$ cat src/sv/upd_pkg.sv
// ----------------------------------------------------------------------------
// upd_pkg: shared types and helpers of the URL percent decoder
// Character codes, the phase encoding, the queue entry type and the hex
// digit helpers used by the front and back parts.
// ----------------------------------------------------------------------------
package upd_pkg;

   localparam logic [7:0] PctChar   = 8'h25;
   localparam logic [7:0] PlusChar  = 8'h2B;
   localparam logic [7:0] SpaceChar = 8'h20;

   localparam int QueueDepth = 4;
   localparam int QueuePtrW  = $clog2(QueueDepth);
   localparam int QueueCntW  = $clog2(QueueDepth + 1);

   // Escape phase, one-hot.
   typedef enum logic [2:0] {
      PhIdle  = 3'b001,
      PhPct   = 3'b010,
      PhDigit = 3'b100
   } phase_type;

   // One accepted item, decoded: one to three output bytes, slot 0 first.
   typedef struct packed {
      logic [1:0]      count;
      logic [2:0][7:0] bytes;
      logic            string_end;
   } group_type;

   function automatic logic is_hex(input logic [7:0] c);
      return (c >= 8'h30 && c <= 8'h39) || (c >= 8'h41 && c <= 8'h46) ||
             (c >= 8'h61 && c <= 8'h66);
   endfunction

   function automatic logic [3:0] hex_value(input logic [7:0] c);
      logic [7:0] v;
      v = 8'h00;
      if (c >= 8'h61 && c <= 8'h66) begin
         v = c - 8'h57;
      end else if (c >= 8'h41 && c <= 8'h46) begin
         v = c - 8'h37;
      end else if (c >= 8'h30 && c <= 8'h39) begin
         v = c - 8'h30;
      end
      return v[3:0];
   endfunction

endpackage

$ cat src/sv/upd_channels.sv
// ----------------------------------------------------------------------------
// upd_channels: valid/ready channels of the URL percent decoder
// Request channel carries raw bytes, response channel carries decoded bytes.
// ----------------------------------------------------------------------------
interface upd_req_if;
   logic       valid;
   logic       ready;
   logic [7:0] in_byte;
   logic       string_end;

   modport source (output valid, output in_byte, output string_end, input ready);
   modport sink   (input valid, input in_byte, input string_end, output ready);
endinterface

interface upd_rsp_if;
   logic       valid;
   logic       ready;
   logic [7:0] out_byte;
   logic       run_last;
   logic       decoded_end;

   modport source (output valid, output out_byte, output run_last,
                   output decoded_end, input ready);
   modport sink   (input valid, input out_byte, input run_last,
                   input decoded_end, output ready);
endinterface

$ cat src/sv/upd_front.sv
// ----------------------------------------------------------------------------
// upd_front: escape tracking and classification
// Accepts one raw byte per cycle while the queue is not full, tracks the
// escape phase and pushes the bytes each item produces as one queue entry.
// ----------------------------------------------------------------------------
module upd_front (
   input  logic                clock,
   input  logic                reset,
   input  logic                req_valid,
   output logic                req_ready,
   input  logic [7:0]          in_byte,
   input  logic                string_end,
   input  logic                q_full,
   output logic                q_push,
   output upd_pkg::group_type  q_data
);

   upd_pkg::phase_type phase_ff, phase_in;
   logic [7:0]         held_ff, held_in;

   logic       accept;
   logic       byte_hex;
   logic       fresh_opens;
   logic       fresh_emit;
   logic [7:0] fresh_byte;
   upd_pkg::group_type grp;

   assign req_ready = !q_full;
   assign accept    = req_valid && req_ready;
   assign byte_hex  = upd_pkg::is_hex(in_byte);

   // Decode with no escape pending.
   assign fresh_opens = (in_byte == upd_pkg::PctChar) && !string_end;
   assign fresh_emit  = !fresh_opens;
   assign fresh_byte  = (in_byte == upd_pkg::PlusChar) ? upd_pkg::SpaceChar : in_byte;

   always_comb begin
      grp            = '0;
      grp.string_end = string_end;
      phase_in       = upd_pkg::PhIdle;
      held_in        = held_ff;
      unique case (phase_ff)
         upd_pkg::PhPct: begin
            if (byte_hex) begin
               if (string_end) begin
                  grp.count    = 2'd2;
                  grp.bytes[0] = upd_pkg::PctChar;
                  grp.bytes[1] = in_byte;
               end else begin
                  phase_in = upd_pkg::PhDigit;
                  held_in  = in_byte;
               end
            end else begin
               grp.count    = 2'd1 + {1'b0, fresh_emit};
               grp.bytes[0] = upd_pkg::PctChar;
               grp.bytes[1] = fresh_byte;
               if (fresh_opens) phase_in = upd_pkg::PhPct;
            end
         end
         upd_pkg::PhDigit: begin
            if (byte_hex) begin
               grp.count    = 2'd1;
               grp.bytes[0] = {upd_pkg::hex_value(held_ff), upd_pkg::hex_value(in_byte)};
            end else begin
               grp.count    = 2'd2 + {1'b0, fresh_emit};
               grp.bytes[0] = upd_pkg::PctChar;
               grp.bytes[1] = held_ff;
               grp.bytes[2] = fresh_byte;
               if (fresh_opens) phase_in = upd_pkg::PhPct;
            end
         end
         default: begin
            grp.count    = {1'b0, fresh_emit};
            grp.bytes[0] = fresh_byte;
            if (fresh_opens) phase_in = upd_pkg::PhPct;
         end
      endcase
      if (string_end) begin
         phase_in = upd_pkg::PhIdle;
         held_in  = 8'h00;
      end
   end

   assign q_push = accept && (grp.count != 2'd0);
   assign q_data = grp;

   always_ff @(posedge clock) begin
      if (reset) begin
         phase_ff <= upd_pkg::PhIdle;
         held_ff  <= 8'h00;
      end else if (accept) begin
         phase_ff <= phase_in;
         held_ff  <= held_in;
      end
   end

endmodule

$ cat src/sv/upd_queue.sv
// ----------------------------------------------------------------------------
// upd_queue: short queue of decoded groups
// Decouples the front from the back so each side stalls on its own.
// ----------------------------------------------------------------------------
module upd_queue (
   input  logic                clock,
   input  logic                reset,
   input  logic                push,
   input  upd_pkg::group_type  push_data,
   output logic                full,
   input  logic                pop,
   output upd_pkg::group_type  pop_data,
   output logic                empty
);

   upd_pkg::group_type                  slots_ff [upd_pkg::QueueDepth];
   logic [upd_pkg::QueuePtrW-1:0]       wr_ptr_ff, rd_ptr_ff;
   logic [upd_pkg::QueueCntW-1:0]       count_ff;

   assign full     = (count_ff == upd_pkg::QueueCntW'(upd_pkg::QueueDepth));
   assign empty    = (count_ff == '0);
   assign pop_data = slots_ff[rd_ptr_ff];

   always_ff @(posedge clock) begin
      if (push) begin
         slots_ff[wr_ptr_ff] <= push_data;
      end
   end

   always_ff @(posedge clock) begin
      if (reset) begin
         wr_ptr_ff <= '0;
         rd_ptr_ff <= '0;
         count_ff  <= '0;
      end else begin
         if (push) wr_ptr_ff <= wr_ptr_ff + 1'b1;
         if (pop)  rd_ptr_ff <= rd_ptr_ff + 1'b1;
         if (push && !pop) begin
            count_ff <= count_ff + 1'b1;
         end else if (pop && !push) begin
            count_ff <= count_ff - 1'b1;
         end
      end
   end

endmodule

$ cat src/sv/upd_back.sv
// ----------------------------------------------------------------------------
// upd_back: result serializer
// Walks the bytes of the head group into a registered output stage.
// ----------------------------------------------------------------------------
module upd_back (
   input  logic                clock,
   input  logic                reset,
   input  logic                q_empty,
   input  upd_pkg::group_type  q_data,
   output logic                q_pop,
   output logic                rsp_valid,
   input  logic                rsp_ready,
   output logic [7:0]          out_byte,
   output logic                run_last,
   output logic                decoded_end
);

   logic [1:0] idx_ff;
   logic       valid_ff;
   logic [7:0] byte_ff;
   logic       last_ff;
   logic       end_ff;

   logic load;
   logic slot_last;

   assign load      = !q_empty && (!valid_ff || rsp_ready);
   assign slot_last = (idx_ff == q_data.count - 2'd1);
   assign q_pop     = load && slot_last;

   always_ff @(posedge clock) begin
      if (reset) begin
         valid_ff <= 1'b0;
         idx_ff   <= 2'd0;
      end else begin
         if (load) begin
            valid_ff <= 1'b1;
            idx_ff   <= slot_last ? 2'd0 : idx_ff + 2'd1;
         end else if (rsp_ready) begin
            valid_ff <= 1'b0;
         end
      end
   end

   always_ff @(posedge clock) begin
      if (load) begin
         byte_ff <= q_data.bytes[idx_ff];
         last_ff <= slot_last;
         end_ff  <= slot_last && q_data.string_end;
      end
   end

   assign rsp_valid   = valid_ff;
   assign out_byte    = byte_ff;
   assign run_last    = last_ff;
   assign decoded_end = end_ff;

endmodule

$ cat src/sv/url_percent_decoder.sv
// ----------------------------------------------------------------------------
// url_percent_decoder: streaming URL percent decoder, '+' as space
//
// req_if takes one raw byte per item with string_end on the last byte of a
// string. rsp_if gives decoded bytes; run_last marks the last byte produced
// by one request item and decoded_end the final byte of a string.
// A '%' and two hex digits become one byte; a malformed or cut-off escape
// emits the '%' and held digit literally and decodes the next byte afresh.
// A byte that completes output is written into the queue when its item is
// accepted and is then loaded into the output register, from which it
// appears on rsp_if; the rsp_if handshake follows once that register is valid.
// Throughput: one item per cycle while each item yields at most one byte
// and rsp_if is ready; a multi-byte item holds the output register per byte,
// and the four-entry queue absorbs such bursts before req_if.ready drops.
// Bytes held inside an escape produce nothing until the escape resolves.
// Reset (synchronous) clears the escape phase, the queue and the output
// register; no item is lost or repeated when rsp_if stalls, since the output
// register holds and the queue backs up into req_if.ready.
// ----------------------------------------------------------------------------
module url_percent_decoder (
   input  logic     clock,
   input  logic     reset,
   upd_req_if.sink  req_if,
   upd_rsp_if.source rsp_if
);

   logic               q_push;
   logic               q_pop;
   logic               q_full;
   logic               q_empty;
   upd_pkg::group_type push_group;
   upd_pkg::group_type head_group;

   // Front: track the escape and turn each item into a group of bytes.
   upd_front u_front (
      .clock      (clock),
      .reset      (reset),
      .req_valid  (req_if.valid),
      .req_ready  (req_if.ready),
      .in_byte    (req_if.in_byte),
      .string_end (req_if.string_end),
      .q_full     (q_full),
      .q_push     (q_push),
      .q_data     (push_group)
   );

   // Queue: hold groups while the back drains a burst.
   upd_queue u_queue (
      .clock     (clock),
      .reset     (reset),
      .push      (q_push),
      .push_data (push_group),
      .full      (q_full),
      .pop       (q_pop),
      .pop_data  (head_group),
      .empty     (q_empty)
   );

   // Back: advance through the head group one byte per accepted result.
   upd_back u_back (
      .clock       (clock),
      .reset       (reset),
      .q_empty     (q_empty),
      .q_data      (head_group),
      .q_pop       (q_pop),
      .rsp_valid   (rsp_if.valid),
      .rsp_ready   (rsp_if.ready),
      .out_byte    (rsp_if.out_byte),
      .run_last    (rsp_if.run_last),
      .decoded_end (rsp_if.decoded_end)
   );

endmodule
$ cat src/flat_wrapper.sv
// flat-port wrapper written by rule: the top's interface ports become plain ports
module url_percent_decoder_flat 
  (clock, reset, req_if_valid, req_if_in_byte, req_if_string_end, req_if_ready, rsp_if_valid, rsp_if_out_byte, rsp_if_run_last, rsp_if_decoded_end, rsp_if_ready);
  upd_req_if req_if_i ();
  upd_rsp_if rsp_if_i ();
  input  logic clock;
  input  logic reset;
  input wire logic [$bits(req_if_i.valid)-1:0] req_if_valid;
  input wire logic [$bits(req_if_i.in_byte)-1:0] req_if_in_byte;
  input wire logic [$bits(req_if_i.string_end)-1:0] req_if_string_end;
  output wire logic [$bits(req_if_i.ready)-1:0] req_if_ready;
  output wire logic [$bits(rsp_if_i.valid)-1:0] rsp_if_valid;
  output wire logic [$bits(rsp_if_i.out_byte)-1:0] rsp_if_out_byte;
  output wire logic [$bits(rsp_if_i.run_last)-1:0] rsp_if_run_last;
  output wire logic [$bits(rsp_if_i.decoded_end)-1:0] rsp_if_decoded_end;
  input wire logic [$bits(rsp_if_i.ready)-1:0] rsp_if_ready;
  assign req_if_i.valid = req_if_valid;
  assign req_if_i.in_byte = req_if_in_byte;
  assign req_if_i.string_end = req_if_string_end;
  assign req_if_ready = req_if_i.ready;
  assign rsp_if_valid = rsp_if_i.valid;
  assign rsp_if_out_byte = rsp_if_i.out_byte;
  assign rsp_if_run_last = rsp_if_i.run_last;
  assign rsp_if_decoded_end = rsp_if_i.decoded_end;
  assign rsp_if_i.ready = rsp_if_ready;
  url_percent_decoder u_core (.clock(clock), .reset(reset), .req_if(req_if_i), .rsp_if(rsp_if_i));
endmodule
$ cat config.mk
export PLATFORM = sky130hd
export DESIGN_NAME = url_percent_decoder_flat
export DESIGN_NICKNAME = d
export VERILOG_FILES = /design/src/sv/upd_pkg.sv /design/src/sv/upd_channels.sv /design/src/sv/upd_front.sv /design/src/sv/upd_queue.sv /design/src/sv/upd_back.sv /design/src/sv/url_percent_decoder.sv /design/src/flat_wrapper.sv
export SDC_FILE = /design/constraint.sdc
export NUM_CORES = 1
export LEC_CHECK = 0
export ABC_AREA = 1
export BUFFER_PORTS_ARGS = -buffer_cell sky130_fd_sc_hd__buf_2
export CORE_MARGIN = 2
export CORE_UTILIZATION = 45
export CTS_CLUSTER_SIZE = 24
export DETAILED_ROUTE_END_ITERATION = 8
export GPL_TIMING_DRIVEN = 0
export HOLD_SLACK_MARGIN = 0.12
export PLACE_DENSITY = 0.69
export SYNTH_ARGS = -nofsm -noshare
export SYNTH_HDL_FRONTEND = slang
export SYNTH_SLANG_ARGS = --single-unit
$ cat constraint.sdc
create_clock -name clock -period 4.1 [get_ports clock]
set_clock_uncertainty 0.2 [all_clocks]
set_input_delay 0.41 -clock clock [delete_from_list [all_inputs] [get_ports clock]]
set_output_delay 0.41 -clock clock [all_outputs]
set_load 0.03 [all_outputs]
==> results.md <==
- Worst VDD drop: 0.275 mV
- Syn Nets: 596
- Max Freq: 0.285 GHz
- WL met3: 864 um
- Sw Share: 0.324
- Fin cells: 813
- Fin. Hold Viols: 0
- Routed WL: 14.3 mm
- First DRT Iteration DRCs: 418
- Sw Pwr: 0.00156 W
- Port bufs: 24
- Crit Path Class: primary input to register
- Clock buffer depth: 2
- Die ar.: 14800 sq um
- Worst Setup Start Kind: primary input
- Minimum clock period: 3.51 ns
- Static leakage: 2.59 nW
- Clock Sinks: 141
- Area taken by multi-input logic gates: 2000 sq um
- DIE WIDTH: 122 um
- Ys flop type: edfxtp_1
- Clk pwr share: 0.353
- Synth cell types: 38
- Core ar.: 13700 sq um
- Drt via density: 5.40
- Antenna violations before repair: 0
- Met1 wire length: 6.18 mm
- Crit. End Element: register
- Mapped cell area: 6250 sq um
- Storage cell area: 4000 sq um
- Cell row count: 43
- Fin. max-slew vios: 0
- # IOs: 25
- Antenna cells: 0
- First-pass GRT wire length: 22.3 mm
- Crit path arrival time: 3.63 ns
- Antenna Nets Post-Route: 0
- Fin crit share: 0.857
- Vias: 4394
- Residual DRC count: 0
- Post-CTS sizing: 0
- Layout cells sized above 1: 0.145
- Met2 Wirelength: 6.94 mm
- Residual overflow from global routing: 0
- GRT Overall Usage: 0.204
- Fill cell count: 1145
- Post-CTS Setup Inserts: 0
- Clk_lat worst skew: 0.43 ns
- Max-cap violations: 0
- Measured slew at the worst slew-check pin: 0.908 ns
- DIE HEIGHT: 122 um
- RSZ-0062 raised after global routing: no
- DRT Pass-1 Iters: 5
- Fin Setup TNS: 0 ns
- PD cells: 654 nW/um^2
- Worst EP required: 4.21 ns
- Ys Warns: 0
- Starting density of the core: 0.456
- Final #Nets: 647
- P_int: 0.00326 W
- HPWL reported at the end of detailed placement: 9.46 mm
- Vias in the first global route: 4241
- RD Place Congestion: 0.926
- Count of endpoints failing setup in the final report: 0
- CTS buffer count: 17
- FF+latch count, synth: 141
- # H-tree levels: 4
- Total power draw: 0.00482 W
- Largest net degree at the start of global routing: 28
- Area Overhead vs Synth: 17.9%
- Clock slew seen by the registers of the worst setup and hold paths: 0.06 ns
- Post-synth ARST share: 0
- Cell count after synthesis: 569
- Post-synth EDFFs: 118
- Syn avg cell area: 11.0 sq um
- CTS tree: built
- Placed cells: 773
- Logic pwr share: 0.258
- Crit Path Max Fanout: 9
- Outcome: completed
- Worst hold path type: primary input to register
- Register area share after synthesis: 0.641
- Uppermost layer routed: met4
- Final setup margin: 0.586 ns
- DP Worst Slack: 0.747 ns
- Slew HR: 0.392
- Post-DR wirelength/cell: 17.6 um
- Root buf cell: clkbuf_16
- Reg power frac: 0.390
metal layers:
| metal | up-vias | GRT usage |
|---|---|---|
| li1 | 2125 | - |
| met1 | 2096 | 0.260 |
| met2 | 148 | 0.328 |
| met3 | 25 | 0.0566 |
| met4 | 0 | 0.0884 |
| met5 | - | 0 |
cells in the mapped netlist, types with 2 or more instances:
master    number  area share
a21oi_1       24       0.019
a32o_1         5      0.0080
clkbuf_1      18       0.011
clkinv_1       3      0.0018
dfxtp_1       23       0.074
edfxtp_1     118        0.57
ha_1          13       0.026
inv_1         42       0.025
inv_2          6      0.0036
nand2_1       70       0.042
nand2_2        5      0.0050
nand2_4        3      0.0054
nand3_1       13       0.010
nand3_2        3      0.0048
nand3_4        2      0.0056
nand4_1        3      0.0030
nor2_1        86       0.052
nor2_2         2      0.0020
nor2_4         2      0.0036
nor3_4         2      0.0052
o211ai_1      12       0.014
o21ai_0       68       0.054
o21ai_1        3      0.0024
o221ai_1       9       0.013
o22ai_1       21       0.021
worst max-delay path: stages:
cell,delay (ns)
dlygate4sd3_1,0.53
buf_2,0.18
inv_1,0.12
ha_1,0.24
o21ai_1,0.13
nand2_1,0.10
nand2_4,0.11
nand3_2,0.22
nand3_4,0.19
nand2_2,0.16
inv_1,0.10
ha_1,0.14
inv_1,0.07
fa_1,0.44
a21oi_1,0.14
o21ai_0,0.11
o21ai_0,0.17
a21oi_1,0.07
power groups by stage:
stage                     logic, W  registers [W]  clock network, W
after floorplan           0.000740        0.00202                 0
after global placement     0.00119        0.00191                 0
after detailed placement   0.00123        0.00191                 0
after CTS                  0.00124        0.00188           0.00171
after global routing       0.00138        0.00190           0.00177
final                      0.00124        0.00188           0.00170
cell type report:
cell class	count	share of cell area
tap	180	0.0306
timing repair buffer	32	0.0272
clock buffer	17	0.0577
clock inverter	15	0.0317
buffer	20	0.0109
multi-input combinational	356	0.272
sequential	141	0.543
inverter	52	0.0268
registers in the layout, summed over array words and instances (netlist names), named ones only:
register and flops:
u_core.u_queue.slots_ff 108, u_core.u_back.out_byte 8, u_core.u_front.held_ff 8, u_core.u_front.phase_ff 3, u_core.u_queue.count_ff 3, u_core.u_back.idx_ff 2
u_core.u_queue.rd_ptr_ff 2, u_core.u_queue.wr_ptr_ff 2, u_core.u_back.decoded_end 1, u_core.u_back.rsp_valid 1, u_core.u_back.run_last 1
placed cells by master, fill, tap and decap left out, types with 18 or more instances in the layout:
| master | instances |
|---|---|
| a21oi_1 | 24 |
| buf_2 | 25 |
| clkbuf_1 | 18 |
| dfxtp_1 | 23 |
| edfxtp_1 | 118 |
| inv_1 | 42 |
| nand2_1 | 70 |
| nor2_1 | 82 |
| o21ai_0 | 68 |
| o22ai_1 | 21 |
per-stage QoR:
step / hold WS, ns / util / instance area [sq um]
after floorplan: 0.231 / - / 6250
after global placement: 0.241 / 0.481 / 6600
after detailed placement: 0.254 / 0.483 / 6630
after CTS: 0.144 / 0.537 / 7370
after global routing: 0.138 / 0.537 / 7370
final: 0.143 / 0.537 / 7370
kinds of logic after synthesis:
kind of cell / after synthesis / synth area share
AOI/OAI and AO/OA: 146 / 0.139
xor gates and xnor gates: 2 / 0.00280
adders and majority gates: 14 / 0.0292
and+or+nand+nor: 194 / 0.144
buffers and inverters: 72 / 0.0444
DFF: 141 / 0.641
timing repair:
action	CTS	global route
endpoints found under the hold margin	8	0
setup endpoints to repair	0	0
hold buffers	8	0
final timing paths:
| path | startpoint | endpoint | cells after the start | slack, ns |
|---|---|---|---|---|
| worst max-delay path | req_if_in_byte[0] | u_core.u_queue.count_ff[2] | 18 | 0.59 |
| worst min-delay path | rsp_if_ready | u_core.u_back.rsp_valid | 4 | 0.14 |
| worst max register to register | u_core.u_front.phase_ff[1] | u_core.u_queue.count_ff[2] | 14 | 1.06 |
| worst min register to register | u_core.u_front.held_ff[7] | u_core.u_front.held_ff[7] | 2 | 0.26 |
No activity file was read; power rests on OpenSTA's default activity.
